`config.mk`:
```
export PLATFORM = sky130hd
export DESIGN_NAME = allele_strand_read_counter
export DESIGN_NICKNAME = d
export VERILOG_FILES = /design/src/asc_pkg.sv /design/src/asc_front.sv /design/src/asc_queue.sv /design/src/asc_back.sv /design/src/allele_strand_read_counter.sv
export SDC_FILE = /design/constraint.sdc
export NUM_CORES = 1
export LEC_CHECK = 0
export BUFFER_PORTS_ARGS = -buffer_cell sky130_fd_sc_hd__buf_2
export CORE_UTILIZATION = 45
export DETAILED_ROUTE_END_ITERATION = 6
export GPL_ROUTABILITY_DRIVEN = 0
export SETUP_SLACK_MARGIN = 0.15
export SLEW_MARGIN = 0
export SYNTH_ARGS = -nofsm -noshare
export SYNTH_HDL_FRONTEND = slang
export SYNTH_HIERARCHICAL = 1
export SYNTH_SLANG_ARGS = --single-unit
```
`constraint.sdc`:
```
create_clock -name clk -period 15.5 [get_ports clk]
set_clock_uncertainty 0.05 [all_clocks]
set_input_delay 3.1 -clock clk [delete_from_list [all_inputs] [get_ports clk]]
set_output_delay 3.1 -clock clk [all_outputs]
set_load 0.02 [all_outputs]
```
`src/asc_pkg.sv`:
```
`timescale 1ns / 1ps
// ----------------------------------------------------------------------------
// asc_pkg: shared types and constants of the allele strand read counter
// Item and result payload types, action, base and status codes, the work
// codes passed from the classifier to the counter bank, and register resets.
// ----------------------------------------------------------------------------
package asc_pkg;

  localparam int COUNT_WIDTH_DEFAULT = 24;
  localparam int RESULT_WIDTH        = 24;
  localparam int NUM_COUNTERS        = 6;

  // Longest aligned base string that is accepted; longer reads are a range fault.
  localparam logic [10:0] MAX_READ_LEN = 11'd1024;

  localparam int QUEUE_DEPTH = 4;
  localparam int QUEUE_AW    = $clog2(QUEUE_DEPTH);
  localparam int QUEUE_CW    = $clog2(QUEUE_DEPTH + 1);

  // Item actions.
  localparam logic [1:0] ACT_BEGIN = 2'd0;
  localparam logic [1:0] ACT_READ  = 2'd1;
  localparam logic [1:0] ACT_END   = 2'd2;

  // Base codes.
  localparam logic [2:0] BASE_T   = 3'd3;
  localparam logic [2:0] BASE_N   = 3'd4;
  localparam logic [2:0] BASE_GAP = 3'd5;

  localparam logic [3:0] ALLELE_MISSING = 4'd15;

  // Status codes.
  localparam logic [1:0] STATUS_OK        = 2'd0;
  localparam logic [1:0] STATUS_RANGE     = 2'd1;
  localparam logic [1:0] STATUS_BAD_BASE  = 2'd2;
  localparam logic [1:0] STATUS_NO_TAG    = 2'd3;

  // Configuration register indexes.
  localparam logic [1:0] REG_FIVE_CUT  = 2'd0;
  localparam logic [1:0] REG_THREE_CUT = 2'd1;
  localparam logic [1:0] REG_REF_LIMIT = 2'd2;
  localparam logic [1:0] REG_ALT_LIMIT = 2'd3;

  localparam logic [9:0]  FIVE_CUT_RESET  = 10'd2;
  localparam logic [9:0]  THREE_CUT_RESET = 10'd2;
  localparam logic [15:0] REF_LIMIT_RESET = 16'd10;
  localparam logic [15:0] ALT_LIMIT_RESET = 16'd11;

  // Work codes for the counter bank.
  localparam logic [1:0] OP_CLEAR = 2'd0;
  localparam logic [1:0] OP_BUMP  = 2'd1;
  localparam logic [1:0] OP_EMIT  = 2'd2;

  typedef struct packed {
    logic [1:0]         action;
    logic [2:0]         base_code;
    logic [1:0]         alt_base;
    logic [3:0]         first_allele;
    logic [3:0]         second_allele;
    logic               is_phased;
    logic               reverse_strand;
    logic signed [11:0] base_position;
    logic [10:0]        aligned_length;
    logic [1:0]         tag_flags;
    logic [15:0]        lower_tag_count;
    logic [15:0]        upper_tag_count;
  } item_t;

  typedef struct packed {
    logic [RESULT_WIDTH-1:0] hap_one_plus;
    logic [RESULT_WIDTH-1:0] hap_one_minus;
    logic [RESULT_WIDTH-1:0] hap_two_plus;
    logic [RESULT_WIDTH-1:0] hap_two_minus;
    logic [RESULT_WIDTH-1:0] other_plus;
    logic [RESULT_WIDTH-1:0] other_minus;
    logic [1:0]              status;
  } result_t;

  typedef struct packed {
    logic [1:0] kind;
    logic [2:0] slot;
    logic [1:0] status;
  } op_t;

endpackage

```
`src/asc_front.sv`:
```
`timescale 1ns / 1ps
// ----------------------------------------------------------------------------
// asc_front: item classifier
// Holds the site description, the sticky error and the filter registers,
// decides the fate of every item combinationally and queues work for the
// counter bank.
// ----------------------------------------------------------------------------
module asc_front import asc_pkg::*; (
  input  logic        clk,
  input  logic        rst,
  input  logic        cfg_write_en,
  input  logic [1:0]  cfg_index,
  input  logic [15:0] cfg_data,
  input  logic        item_valid,
  output logic        item_stall,
  input  item_t       item,
  input  logic        full,
  output logic        push,
  output op_t         push_op
);

  logic [9:0]  five_cut;
  logic [9:0]  three_cut;
  logic [15:0] ref_limit;
  logic [15:0] alt_limit;

  logic [1:0]  site_ref;
  logic [1:0]  site_alt;
  logic [3:0]  allele_one;
  logic [3:0]  allele_two;
  logic        phased;
  logic        missing;
  logic [1:0]  error_code;

  logic        accept;
  logic        pos_bad;
  logic        len_over;
  logic [10:0] pos_low;
  logic [10:0] tail_dist;
  logic [10:0] five_dist;
  logic [10:0] three_dist;
  logic        cut_skip;
  logic        is_ref;
  logic        is_alt;
  logic        tag_skip;
  logic        read_fault;
  logic [1:0]  fault_code;
  logic        read_bump;
  logic [1:0]  want;
  logic        hap;
  logic [2:0]  slot;

  assign item_stall = full;
  assign accept     = item_valid && !full;

  assign pos_low   = item.base_position[10:0];
  assign pos_bad   = item.base_position[11] || ({1'b0, pos_low} >= {1'b0, item.aligned_length});
  assign len_over  = item.aligned_length > MAX_READ_LEN;
  assign tail_dist = item.aligned_length - pos_low;
  assign five_dist  = item.reverse_strand ? tail_dist : pos_low;
  assign three_dist = item.reverse_strand ? pos_low : tail_dist;
  assign cut_skip  = (five_dist <= {1'b0, five_cut}) || (three_dist <= {1'b0, three_cut});

  assign is_ref = (item.base_code <= BASE_T) && (item.base_code[1:0] == site_ref);
  assign is_alt = !is_ref && (item.base_code <= BASE_T) && (item.base_code[1:0] == site_alt);

  // Reference reads test the upper-case tag against the alt limit.
  assign tag_skip =
      (is_ref && item.tag_flags[0] && (item.lower_tag_count > ref_limit)) ||
      (is_ref && item.tag_flags[1] && (item.upper_tag_count > alt_limit)) ||
      (is_alt && item.tag_flags[0] && (item.lower_tag_count > alt_limit)) ||
      (is_alt && item.tag_flags[1] && (item.upper_tag_count > alt_limit));

  always_comb begin
    read_fault = 1'b0;
    fault_code = STATUS_OK;
    read_bump  = 1'b0;
    if (!missing && error_code == STATUS_OK) begin
      if (pos_bad || len_over) begin
        read_fault = 1'b1;
        fault_code = STATUS_RANGE;
      end else if (cut_skip) begin
        read_bump = 1'b0;
      end else if (item.base_code == BASE_N || item.base_code == BASE_GAP) begin
        read_bump = 1'b0;
      end else if (item.base_code > BASE_T) begin
        read_fault = 1'b1;
        fault_code = STATUS_BAD_BASE;
      end else if (tag_skip) begin
        read_bump = 1'b0;
      end else if (item.tag_flags == 2'b00) begin
        read_fault = 1'b1;
        fault_code = STATUS_NO_TAG;
      end else begin
        read_bump = 1'b1;
      end
    end
  end

  // A phased heterozygous genotype places the read by allele number.
  always_comb begin
    want = is_ref ? 2'd0 : 2'd1;
    hap  = !is_ref;
    if ((allele_one != allele_two) && phased) begin
      if (allele_one == {2'b00, want}) begin
        hap = 1'b0;
      end else if (allele_two == {2'b00, want}) begin
        hap = 1'b1;
      end
    end
    slot = (is_ref || is_alt) ? {1'b0, hap, item.reverse_strand}
                              : {2'b10, item.reverse_strand};
  end

  always_comb begin
    push           = 1'b0;
    push_op.kind   = OP_BUMP;
    push_op.slot   = slot;
    push_op.status = error_code;
    unique case (item.action)
      ACT_BEGIN: begin
        push         = accept;
        push_op.kind = OP_CLEAR;
      end
      ACT_READ: begin
        push         = accept && read_bump;
        push_op.kind = OP_BUMP;
      end
      ACT_END: begin
        push         = accept;
        push_op.kind = OP_EMIT;
      end
      default: begin
        push = 1'b0;
      end
    endcase
  end

  always_ff @(posedge clk) begin
    if (rst) begin
      five_cut  <= FIVE_CUT_RESET;
      three_cut <= THREE_CUT_RESET;
      ref_limit <= REF_LIMIT_RESET;
      alt_limit <= ALT_LIMIT_RESET;
    end else if (cfg_write_en) begin
      unique case (cfg_index)
        REG_FIVE_CUT:  five_cut  <= cfg_data[9:0];
        REG_THREE_CUT: three_cut <= cfg_data[9:0];
        REG_REF_LIMIT: ref_limit <= cfg_data;
        REG_ALT_LIMIT: alt_limit <= cfg_data;
        default:       five_cut  <= five_cut;
      endcase
    end
  end

  always_ff @(posedge clk) begin
    if (rst) begin
      site_ref   <= 2'd0;
      site_alt   <= 2'd0;
      allele_one <= 4'd0;
      allele_two <= 4'd0;
      phased     <= 1'b0;
      missing    <= 1'b0;
      error_code <= STATUS_OK;
    end else if (accept) begin
      if (item.action == ACT_BEGIN) begin
        site_ref   <= item.base_code[1:0];
        site_alt   <= item.alt_base;
        allele_one <= item.first_allele;
        allele_two <= item.second_allele;
        phased     <= item.is_phased;
        missing    <= (item.first_allele == ALLELE_MISSING) ||
                      (item.second_allele == ALLELE_MISSING) ||
                      (item.base_code > BASE_T);
        error_code <= STATUS_OK;
      end else if (item.action == ACT_READ && read_fault) begin
        error_code <= fault_code;
      end
    end
  end

endmodule

```
`src/asc_queue.sv`:
```
`timescale 1ns / 1ps
// ----------------------------------------------------------------------------
// asc_queue: work queue
// A short first-in first-out buffer of work codes between the classifier
// and the counter bank, so that each side stalls on its own.
// ----------------------------------------------------------------------------
module asc_queue import asc_pkg::*; (
  input  logic clk,
  input  logic rst,
  input  logic push,
  input  op_t  push_op,
  input  logic pop,
  output op_t  head,
  output logic empty,
  output logic full
);

  op_t                 entries [QUEUE_DEPTH];
  logic [QUEUE_AW-1:0] wr_ptr;
  logic [QUEUE_AW-1:0] rd_ptr;
  logic [QUEUE_CW-1:0] count;

  assign head  = entries[rd_ptr];
  assign empty = (count == '0);
  assign full  = (count == QUEUE_CW'(QUEUE_DEPTH));

  always_ff @(posedge clk) begin
    if (push) begin
      entries[wr_ptr] <= push_op;
    end
  end

  always_ff @(posedge clk) begin
    if (rst) begin
      wr_ptr <= '0;
      rd_ptr <= '0;
      count  <= '0;
    end else begin
      if (push) begin
        wr_ptr <= wr_ptr + 1'b1;
      end
      if (pop) begin
        rd_ptr <= rd_ptr + 1'b1;
      end
      if (push && !pop) begin
        count <= count + 1'b1;
      end else if (pop && !push) begin
        count <= count - 1'b1;
      end
    end
  end

  assert property (@(posedge clk) disable iff (rst) count <= QUEUE_CW'(QUEUE_DEPTH))
    else $error("work queue holds more entries than its depth");

  assert property (@(posedge clk) disable iff (rst)
      push && !pop |=> count == $past(count) + 1'b1)
    else $error("work queue lost a pushed entry");

endmodule

```
`src/asc_back.sv`:
```
`timescale 1ns / 1ps
// ----------------------------------------------------------------------------
// asc_back: counter bank
// Carries out queued work: clears the six saturating counters, bumps one,
// or loads them with the status into the result register.
// ----------------------------------------------------------------------------
module asc_back import asc_pkg::*; #(
  parameter int COUNT_WIDTH = COUNT_WIDTH_DEFAULT
) (
  input  logic    clk,
  input  logic    rst,
  input  op_t     head,
  input  logic    empty,
  output logic    pop,
  output logic    result_valid,
  input  logic    result_stall,
  output result_t result
);

  logic [COUNT_WIDTH-1:0] cnt [NUM_COUNTERS];
  logic                   out_free;
  logic                   do_clear;
  logic                   do_bump;
  logic                   do_emit;

  // The result register may be reloaded in the cycle its transfer completes.
  assign out_free = !result_valid || !result_stall;
  assign pop      = !empty && ((head.kind != OP_EMIT) || out_free);
  assign do_clear = pop && (head.kind == OP_CLEAR);
  assign do_bump  = pop && (head.kind == OP_BUMP);
  assign do_emit  = pop && (head.kind == OP_EMIT);

  always_ff @(posedge clk) begin
    if (rst) begin
      for (int k = 0; k < NUM_COUNTERS; k++) begin
        cnt[k] <= '0;
      end
    end else begin
      for (int k = 0; k < NUM_COUNTERS; k++) begin
        if (do_clear) begin
          cnt[k] <= '0;
        end else if (do_bump && head.slot == 3'(k) && cnt[k] != '1) begin
          cnt[k] <= cnt[k] + 1'b1;
        end
      end
    end
  end

  always_ff @(posedge clk) begin
    if (rst) begin
      result_valid <= 1'b0;
    end else if (do_emit) begin
      result_valid <= 1'b1;
    end else if (!result_stall) begin
      result_valid <= 1'b0;
    end
  end

  always_ff @(posedge clk) begin
    if (do_emit) begin
      result.hap_one_plus  <= RESULT_WIDTH'(cnt[0]);
      result.hap_one_minus <= RESULT_WIDTH'(cnt[1]);
      result.hap_two_plus  <= RESULT_WIDTH'(cnt[2]);
      result.hap_two_minus <= RESULT_WIDTH'(cnt[3]);
      result.other_plus    <= RESULT_WIDTH'(cnt[4]);
      result.other_minus   <= RESULT_WIDTH'(cnt[5]);
      result.status        <= head.status;
    end
  end

  assert property (@(posedge clk) disable iff (rst) do_emit |=> result_valid)
    else $error("emitted counts did not reach the result register");

  assert property (@(posedge clk) disable iff (rst)
      do_clear |=> cnt[0] == '0 && cnt[1] == '0 && cnt[2] == '0 &&
                   cnt[3] == '0 && cnt[4] == '0 && cnt[5] == '0)
    else $error("counters not cleared at site begin");

endmodule

```
`src/allele_strand_read_counter.sv`:
```
`timescale 1ns / 1ps
// ----------------------------------------------------------------------------
// allele_strand_read_counter: per-site allele and strand read counter
// Classifies site, read and end items and keeps six saturating counts per
// variant site, emitting them with a status at each end item.
// ----------------------------------------------------------------------------
// Items are accepted at one per cycle while the queue is not full. The
// classifier settles each item in the cycle it is accepted and passes work
// through a four-entry queue to the counter bank, which also completes one
// work code per cycle unless an end item waits on a stalled output. An end
// item is loaded into the result register at the edge where it leaves the
// queue, after its code has been registered in a queue entry. The input
// stalls only when the queue is full, which happens when end results wait
// on a stalled output. After reset the block is ready at once, and
// configuration registers may be written whenever no item is in flight.
module allele_strand_read_counter import asc_pkg::*; #(
  parameter int COUNT_WIDTH = COUNT_WIDTH_DEFAULT
) (
  input  logic        clk,
  input  logic        rst,
  input  logic        cfg_write_en,
  input  logic [1:0]  cfg_index,
  input  logic [15:0] cfg_data,
  input  logic        item_valid,
  output logic        item_stall,
  input  item_t       item,
  output logic        result_valid,
  input  logic        result_stall,
  output result_t     result
);

  logic push;
  op_t  push_op;
  logic pop;
  op_t  head;
  logic empty;
  logic full;

  asc_front u_front (
    .clk          (clk),
    .rst          (rst),
    .cfg_write_en (cfg_write_en),
    .cfg_index    (cfg_index),
    .cfg_data     (cfg_data),
    .item_valid   (item_valid),
    .item_stall   (item_stall),
    .item         (item),
    .full         (full),
    .push         (push),
    .push_op      (push_op)
  );

  asc_queue u_queue (
    .clk     (clk),
    .rst     (rst),
    .push    (push),
    .push_op (push_op),
    .pop     (pop),
    .head    (head),
    .empty   (empty),
    .full    (full)
  );

  asc_back #(
    .COUNT_WIDTH (COUNT_WIDTH)
  ) u_back (
    .clk          (clk),
    .rst          (rst),
    .head         (head),
    .empty        (empty),
    .pop          (pop),
    .result_valid (result_valid),
    .result_stall (result_stall),
    .result       (result)
  );

endmodule

```
Word level (Yosys, flattened, before mapping)
Memories as Yosys holds them, arrays and structs flattened. A register that Yosys moved wholly into a read port is not among the register bits.
Index checks and enable logic that the tools add are counted.
- mux-type cells: 81
- reduce and logical (&&, ||, !) cells: 70
- add/sub/neg operators: 11
- equality and inequality tests: 30
- $lt $le $gt $ge: 9
- bitwise gates (word level): 12
- operators with widths (kind ; count):
    $mux W24 ; 12
    $add A24 B1 Y24 const B ; 6
    $ne A24 B24 Y1 const B ; 6
    $mux W1 ; 51
    $gt A16 B16 Y1 ; 3
    $logic_and A1 B1 Y1 ; 34
    $le A11 B10 Y1 ; 2
    $mux W11 ; 2
    $mux W2 ; 11
    $eq A3 B3 Y1 const B ; 5
    $logic_or A1 B1 Y1 ; 12
    $or A1 B1 Y1 ; 12
    $reduce_and A2 Y1 ; 6
    $ge A11 B11 Y1 ; 1
    $gt A11 B11 Y1 const B ; 1
    $sub A11 B11 Y11 ; 1
    $logic_not A2 Y1 ; 5
    $mux W3 ; 3
    $eq A2 B2 Y1 const B ; 4
    $eq A4 B2 Y1 ; 2
    $eq A4 B4 Y1 const B ; 2
    $logic_not A1 Y1 ; 8
    $eq A2 B1 Y1 const B ; 3
    $eq A3 B2 Y1 const B ; 2
    other kinds (15) ; 19
- RAM bits: 172
- output and inout bits: 148
- memories: 2
- input port bits: 97
- flip-flop bits (word level): 222
- memory list (memory ; words ; bits a word ; read ports ; clocked after memory_dff ; write ports ; RTL line ; text):
    u_back.cnt ; 6 ; 24 ; 6 ; 0 ; 6 ; asc_back.sv:20 ; logic [COUNT_WIDTH-1:0] cnt [NUM_COUNTERS];
    u_queue.entries ; 4 ; 7 ; 1 ; 1 ; 1 ; asc_queue.sv:18 ; op_t entries [QUEUE_DEPTH];

Depth between registers and ports, before layout
Gate-level depths: netlist of run 1.
- depth after elaboration: 21
- gate-level depth with buffers: 24
- gate-level depth less buffers: 24

Cells and area by module
The synthesis of run 1 kept the hierarchy.
- by module, submodules not included (module ; area an instance (um^2) ; times used ; seq. area each (um^2) ; cells each):
    asc_back ; 12182.9 ; 1 ; 8728.4 ; 866
    asc_front ; 5123.7 ; 1 ; 1361.3 ; 668
    asc_queue ; 1442.6 ; 1 ; 1021.0 ; 81

Worst setup path after synthesis of run 1
Ideal clock, no wire load.
- kind: input -> register
- start point: input item[34] in the netlist's numbering
- end point: register u_queue.count[2]
- setup slack: 7.654 ns
- library setup time: 0.070 ns
- arrival: 7.726 ns
- stages: 24
- buffers on the path: 0
- cells stage by stage: inv_1 ha_1 fa_1 nor2b_4 o2111a_1 or3_1 a21o_1 a21oi_1 xnor2_1 mux2_2 ha_1 o21ai_1 o21bai_1 o311a_1 o22ai_1 a211oi_2 nand3b_1 o31ai_1 ha_1 inv_1 fa_1 xor2_1 or3_1 a21oi_1
- cells in the longest elaborated chain, start to end: 12
- elaborated cells between the ends (all ways): 20
- those cells by class: add/sub: 1; order compare: 4; mux: 7; reduce/logical: 8
- RTL lines (element ; RTL line ; text):
    start: declaration ; allele_strand_read_counter.sv:26 ; input item_t item,
    $sub A11 B11 Y11 ; asc_front.sv:59 ; assign tail_dist = item.aligned_length - pos_low;
    $mux W11, on equally long branches ; asc_front.sv:60, asc_front.sv:61 ;
    $le A11 B10 Y1 ; asc_front.sv:62 ; assign cut_skip = (five_dist <= {1'b0, five_cut}) || (three_dist <= {1'b0, three_cut});
    $logic_or A1 B1 Y1 ; asc_front.sv:62 ;
    $mux W1 ; asc_front.sv:82 ; end else if (cut_skip) begin
    $mux W1 (*) ; asc_front.sv:79 ; if (pos_bad || len_over) begin
    $mux W1 (*) ; asc_front.sv:78 ; if (!missing && error_code == STATUS_OK) begin
    $logic_and A1 B1 Y1 (*) ; asc_front.sv:126 ; push = accept && read_bump;
    $pmux W1 S2 (*) ; asc_front.sv:120 ; unique case (item.action)
    net push ; allele_strand_read_counter.sv:32 ; logic push;
    $logic_not A1 Y1 ; asc_queue.sv:47 ; end else if (pop && !push) begin
    $logic_and A1 B1 Y1 ; asc_queue.sv:47 ;
    $reduce_bool A2 Y1 (no source line) ; n/a ;
    end signal: assignment ; asc_queue.sv:46 ; count <= count + 1'b1;
    end signal: assignment ; asc_queue.sv:48 ; count <= count - 1'b1;
    end: declaration ; asc_queue.sv:21 ; logic [QUEUE_CW-1:0] count;
Mark *: on every way through the listed nets, which the timed path passes. The rest lies on a longest branch.
A chain may end at the register's enable or synchronous reset.

Final worst setup path of run 1
Same ends and word-level chain as after synthesis.

==> reports/qor.json, run 1 <==
{
  "outcome": "finished, final reports clean",
  "place_inst": 2354,
  "tns_ns": 0,
  "layout.filler_cells": 3609,
  "synthDistinctLibCells": 86,
  "timing.critical_path.required_ns": 15.93,
  "total_drc_errors_in_the_routed_layout": 0,
  "timing.hold.worst_endpoint": "u_front/alt_limit[4]",
  "tritoncts_num_sinks": 396,
  "flow.area_growth_from_synthesis_pct": 16.53,
  "setup-violations-final": 0,
  "gr-usage-all-layers": 0.1942,
  "maxUsedRoutingLayer": "met4",
  "min_delay_path_depth": 2,
  "synthXorXnorAreaFrac": 0.06587,
  "cts_setup_buffers": 0,
  "routedWlPerCell_um": 16.98,
  "area_of_the_multi_input_gates_mm2": 0.007117,
  "detail_route.first_pass.iterations": 7,
  "ioPinCount": 245,
  "grt_pass1_vias": 12170,
  "synth-warning-count": 6,
  "post-route-min-period_ns": 8.224,
  "maxCapViolations": 0,
  "switching_share": 0.3039,
  "grt-ovfl-total": 0,
  "synth_area_leaders": "edfxtp_1, dfxtp_1, ha_1",
  "wl_met2_um": 19590,
  "dpl_cell_area_mm2": 0.02047,
  "timing.critical_path.fanout_max": 7,
  "worstMarginPinSlew_ns": 1.094,
  "drv_slew": 0,
  "timing.reg2reg.worst_path_depth": 15,
  "r2r_setup_slack_ns": 11.31,
  "die-width_um": 206.1,
  "core_area_mm2": 0.04092,
  "dieArea_mm2": 0.04249,
  "p_seq_frac": 0.494,
  "placement.setup.worst_slack_ns": 6.830,
  "antenna_left": 0,
  "setup.worst_path.start_class": "primary input",
  "reg2reg_to": "u_queue/count[2]",
  "grt_setup_unrepaired": "no",
  "critPathBufInv": 3,
  "final.period_utilization": 0.5306,
  "critPathKind": "primary input to register",
  "synth_area_leader_cell": "edfxtp_1",
  "ff_to_ff_start": "u_front/ref_limit[14]",
  "vias": 12760,
  "synth.avg_cell_area_um2": 11.61,
  "clock_insertion_delay_worst_skew_ns": 0.56,
  "power_switching_mw": 0.9691,
  "critical-path-top-delay-family": "compound AO/OA/AOI/OAI gates",
  "path_clk_slew_ns": 0.06,
  "synth_top_family_by_area": "simple AND/OR/NAND/NOR gates",
  "fin_util": 0.5339,
  "final_net_count": 2056,
  "cts-buffers-inserted": 43,
  "synth.yosys.seq_area_share": 0.5926,
  "hold_path.startpoint": "u_front/alt_limit[4]",
  "ys_dominant_reg_cell": "edfxtp_1",
  "rows": 74,
  "path_category_of_the_worst_min_delay_check": "register to register",
  "crit_path_end_kind": "register",
  "hold_viol_final": 0,
  "final-instance-count-excl-fill": 2434,
  "synth-adder-area-share": 0.06220,
  "relSlewSlack": 0.2677,
  "htree_num_levels": 2,
  "synth_enable_flop_cells": 318,
  "pwr_density_mw_per_mm2": 145.9,
  "drt_iter0_drc": 567,
  "detail_route.vias_per_cell": 5.240,
  "synth_simple_gate_area_frac": 0.1673,
  "cts_root_buf": "clkbuf_16",
  "post-synth-top-area-fraction": 0.5093,
  "synth-compound-area-share": 0.06386,
  "post_cts_hold_buffer_count": 0,
  "maximum_number_of_pins_on_one_net_before_global_route_repair": 87,
  "synth_nets": 1804,
  "ys_async_sr_fraction": 0,
  "layout-drive-gt1-share": 0.1867,
  "post_cts.resized_instances": 0,
  "reg_area_mm2": 0.01111,
  "initial_core_util": 0.4581,
  "detail_route.wirelength.met1_um": 18340,
  "stdcell_area_mm2": 0.02185,
  "totalWireLength_um": 41330,
  "worst_ep_arrival_time_ns": 8.66,
  "p_int_mw": 2.219,
  "grt_antenna_before_repair": 1,
  "postSynthRegisterBits": 396,
  "place.port_buffers": 244,
  "max-clock-path-buffers": 3,
  "p_comb_frac": 0.192,
  "dieHeight_um": 206.1,
  "crit_path_max_incr_delay_ns": 0.70,
  "share_clk_of_total_power": 0.313,
  "worst_ir_drop_vdd_mv": 0.07995,
  "synth_cells": 1615,
  "power.static_leakage_nw": 8.163,
  "setup_slack_ns": 7.276,
  "cts_tree": "built",
  "synth.mux.area_fraction": 0.01995,
  "highest_clock_rate_ghz": 0.1216,
  "detailedPlacementHpwl_um": 29340,
  "grt_first_pass_wirelength_um": 64560,
  "synth_area_mm2": 0.01875,
  "crit_path_top_delay_cell": "o31ai_1",
  "wl_met3_um": 2131
}
-- state kept, by name, indices dropped and copies added (netlist names), 3 cells and up, named ones only --
| register | cells |
|---|---|
| u_front/allele_one | 4 |
| u_front/three_cut | 10 |
| u_back/cnt | 144 |
| u_front/ref_limit | 16 |
| u_front/allele_two | 4 |
| u_front/five_cut | 10 |
| u_queue/entries | 28 |
| u_back/result | 146 |
| u_queue/count | 3 |
| u_front/alt_limit | 16 |
-- cells in the final DEF (no fill, tap or decap), types with 8 or more instances in the layout --
| cell | instances |
|---|---|
| nand4_1 | 44 |
| clkbuf_1 | 13 |
| nor2_1 | 214 |
| clkbuf_16 | 44 |
| xnor2_1 | 51 |
| dfxtp_1 | 78 |
| mux2i_1 | 16 |
| clkinv_2 | 8 |
| edfxtp_1 | 318 |
| ha_1 | 90 |
| nor4_1 | 10 |
| buf_2 | 244 |
| nand2_1 | 174 |
| o21ai_0 | 33 |
| inv_1 | 87 |
| nor3_1 | 20 |
| and4_1 | 10 |
| a31oi_1 | 8 |
| and3_1 | 25 |
| a21oi_1 | 84 |
| a21o_1 | 11 |
| xor2_1 | 90 |
| nand3_1 | 80 |
| or3_1 | 8 |
-- worst max path at each step --
stage	to	cells past startpoint	slack (ns)	start
2_1_floorplan	u_queue/count[2]	24	7.65	item[34]
3_3_place_gp	u_queue/count[2]	25	6.96	item[34]
3_5_place_dp	u_queue/count[2]	25	6.83	item[34]
4_1_cts	u_queue/count[2]	25	7.38	item[34]
5_1_grt	u_queue/count[2]	25	7.00	item[34]
6_report	u_queue/count[2]	25	7.28	item[34]
-- layer usage --
layer / track usage / vias up
met2: 0.3186 / 305
li1: - / 6323
met1: 0.2552 / 6055
met3: 0.03737 / 72
met5: 0 / -
met4: 0.07090 / 0
-- synthesized netlist by cell type, drive strengths merged (25+ instances only) --
library cell,instances
xor2,90
dfxtp,78
inv,87
o21ai,34
nand2,175
a21oi,84
edfxtp,318
and3,26
nand3,82
nor2,215
xnor2,51
nand4,46
clkbuf,25
ha,90
-- layout make-up --
type	instances	share of cell area
Clock inverter	22	0.01048
Sequential cell	396	0.5085
Multi-Input combinational cell	1091	0.3257
Inverter	88	0.01512
Clock buffer	57	0.05263
Tap cell	532	0.03047
Antenna cell	1	0.0001145
Timing Repair Buffer	247	0.05692
-- metrics by stage --
stage,power (mW),hold slack [ns]
after global routing,3.349,0.4201
after CTS,3.230,0.4042
after floorplan,1.994,0.3860
final,3.189,0.4013
after detailed placement,2.218,0.3965
after global placement,2.199,0.3922
-- tightest hold or removal path, cell delays in order, from the launching register on --
cell and delay (ns):
dfxtp_1 0.30, nand2_1 0.05, a21oi_1 0.05
-- power by group through the flow --
stage | Sequential (mW) | Clock [mW] | Combinational, mW
floorplan | 1.68 | 0 | 0.314
global route | 1.60 | 1.07 | 0.677
global placement | 1.59 | 0 | 0.606
detailed placement | 1.60 | 0 | 0.618
finish | 1.58 | 0.999 | 0.613
CTS | 1.58 | 1.03 | 0.621
-- kinds of logic after synthesis --
logic type                 count (synthesis)
buffers and inverters                    128
adders and majority gates                 92
xor gates and xnor gates                 141
AOI/OAI and AO/OA                        189
muxes                                     28
DFF                                      396
and+or+nand+nor                          641
Note: power is estimated with default switching activity, not from simulation.
==> run 2: changes to the inputs <==
Clock period 15.5 ns to 8.5 ns, I/O delays scaled along.
==> run 2 against run 1 <==
Global-route usage grew 0.23 points. Total power grew 83%. Register-to-register slack lost 7.0 ns. Cell count is essentially flat. Clock power grew 83%. Flip-flop and latch count is the same. Count of clock-buffer cells in the layout shrank 6. Sequential power grew 82%. Final area is essentially flat. Critical endpoint unchanged. Largest cell class unchanged.
==> reports/qor.json, run 2 (synthesized netlist as in run 1, its figures left out) <==
{
  "cts_setup_buffers": 0,
  "dieHeight_um": 206.1,
  "detail_route.vias_per_cell": 5.280,
  "drv_slew": 0,
  "outcome": "finished, final reports clean",
  "htree_num_levels": 2,
  "tns_ns": 0,
  "detailedPlacementHpwl_um": 29400,
  "layout_top_registers": "u_back/result x146, u_back/cnt x144, u_queue/entries x28",
  "routedWlPerCell_um": 17.06,
  "total_drc_errors_in_the_routed_layout": 0,
  "flow.area_growth_from_synthesis_pct": 16.58,
  "setup-violations-final": 0,
  "maximum_number_of_pins_on_one_net_before_global_route_repair": 87,
  "most_frequent_cells_in_the_layout": "edfxtp_1, buf_2, nor2_1",
  "power_switching_mw": 1.777,
  "critPathKind": "primary input to register",
  "final.period_utilization": 0.7938,
  "stdcell_area_mm2": 0.02186,
  "hold_path.startpoint": "u_front/allele_two[3]",
  "maxCapViolations": 0,
  "ff_to_ff_start": "u_front/alt_limit[7]",
  "post_cts_hold_buffer_count": 0,
  "grt_setup_unrepaired": "no",
  "core_area_mm2": 0.04092,
  "p_comb_frac": 0.192,
  "grt_first_pass_wirelength_um": 65690,
  "most_frequent_standard_cell_in_the_layout_excluding_fill_and_tap_cells": "edfxtp_1",
  "switching_share": 0.3053,
  "pwr_density_mw_per_mm2": 266.2,
  "grt-ovfl-total": 0,
  "p_seq_frac": 0.494,
  "grt_antenna_before_repair": 2,
  "cts_tree": "built",
  "grt_pass1_vias": 12380,
  "detail_route.first_pass.iterations": 5,
  "vias": 12860,
  "area_of_the_multi_input_gates_mm2": 0.007117,
  "antenna_left": 0,
  "drt_iter0_drc": 635,
  "crit_path_start": "item[34]",
  "largest-register": "u_back/result",
  "path_clk_slew_ns": 0.06,
  "max-clock-path-buffers": 3,
  "post_cts.resized_instances": 0,
  "dpl_cell_area_mm2": 0.02047,
  "die-width_um": 206.1,
  "p_int_mw": 4.043,
  "path_category_of_the_worst_min_delay_check": "register to register",
  "highest_clock_rate_ghz": 0.1482,
  "reg_area_mm2": 0.01111,
  "max_ffs_per_register": 146,
  "tritoncts_num_sinks": 396,
  "timing.reg2reg.worst_path_depth": 15,
  "worst_ep_arrival_time_ns": 7.18,
  "rows": 74,
  "layout-drive-gt1-share": 0.1856,
  "relSlewSlack": 0.2670,
  "r2r_setup_slack_ns": 4.31,
  "layout.filler_cells": 3545,
  "setup.worst_path.start_class": "primary input",
  "timing.critical_path.fanout_max": 7,
  "timing.hold.worst_endpoint": "u_front/allele_two[3]",
  "hold_viol_final": 0,
  "clock_insertion_delay_worst_skew_ns": 0.56,
  "post-route-min-period_ns": 6.747,
  "final_net_count": 2057,
  "ioPinCount": 245,
  "timing.critical_path.required_ns": 8.93,
  "min_delay_path_depth": 2,
  "worst_ir_drop_vdd_mv": 0.1491,
  "totalWireLength_um": 41560,
  "cts-buffers-inserted": 44,
  "worstMarginPinSlew_ns": 1.099,
  "crit_path_end_kind": "register",
  "reg2reg_to": "u_queue/count[2]",
  "power.static_leakage_nw": 8.164,
  "place.port_buffers": 244,
  "gr-usage-all-layers": 0.1965,
  "initial_core_util": 0.4581,
  "cts_root_buf": "clkbuf_16",
  "dieArea_mm2": 0.04249,
  "share_clk_of_total_power": 0.314
}
## run 2: per-stage QoR
step | power, mW | hold WS [ns] | setup slack, ns | cells | util
after global placement | 4.009 | 0.3922 | 1.357 | 2354 | 0.5001
after detailed placement | 4.045 | 0.3967 | 1.183 | 2354 | 0.5001
final | 5.819 | 0.4030 | 1.753 | 2436 | 0.5341
after floorplan | 3.637 | 0.3860 | 2.054 | 1615 | -
after CTS | 5.896 | 0.4044 | 1.756 | 2434 | 0.5340
after global routing | 6.112 | 0.4145 | 1.355 | 2435 | 0.5341
## run 2: power groups by stage
| stage | Sequential [mW] | Clock (mW) | Combinational, mW |
|---|---|---|---|
| final | 2.87 | 1.83 | 1.12 |
| after global placement | 2.91 | 0 | 1.10 |
| after CTS | 2.88 | 1.88 | 1.13 |
| after floorplan | 3.06 | 0 | 0.573 |
| after global routing | 2.93 | 1.95 | 1.23 |
| after detailed placement | 2.92 | 0 | 1.13 |
## run 2: layer usage
layer	part of all wire	up-vias	global-route usage	routed length [um]
met3	0.045	67	0.03075	1851
met2	0.49	295	0.3296	20340
met1	0.44	6167	0.2579	18430
li1	-	6333	-	-
met4	0.023	0	0.06801	937
met5	0	-	0	0
## run 2: worst max path at each step
stage	to	slack [ns]	depth (start not counted)
final	u_queue/count[2]	1.75	25
after global routing	u_queue/count[2]	1.36	25
after CTS	u_queue/count[2]	1.76	25
after detailed placement	u_queue/count[2]	1.18	25
after global placement	u_queue/count[2]	1.36	25
after floorplan	u_queue/count[2]	2.05	24
## run 2: cell type report
| type | count | area share |
|---|---|---|
| multi-input cells | 1091 | 0.3256 |
| inverters | 88 | 0.01511 |
| diodes | 2 | 0.0002290 |
| repair buffers | 247 | 0.05690 |
| flip-flops and latches | 396 | 0.5083 |
| clock buffers | 51 | 0.05157 |
| well taps | 532 | 0.03045 |
| clock inverters | 29 | 0.01185 |
## run 2: critical path, stage by stage
cell and delay, ns:
buf_2 0.10, inv_1 0.05, ha_1 0.18, fa_1 0.27, nor2b_4 0.06, o2111a_1 0.25
or3_1 0.38, a21o_1 0.20, a21oi_1 0.17, xnor2_1 0.10, mux2_2 0.28, ha_1 0.28
nand2_1 0.09, a21o_1 0.17, a21oi_1 0.17, o22ai_1 0.13, a211oi_2 0.39, nand3b_1 0.13
o31ai_1 0.68, ha_1 0.31, inv_1 0.06, fa_1 0.37, xor2_1 0.16, or3_1 0.32
a21oi_1 0.15
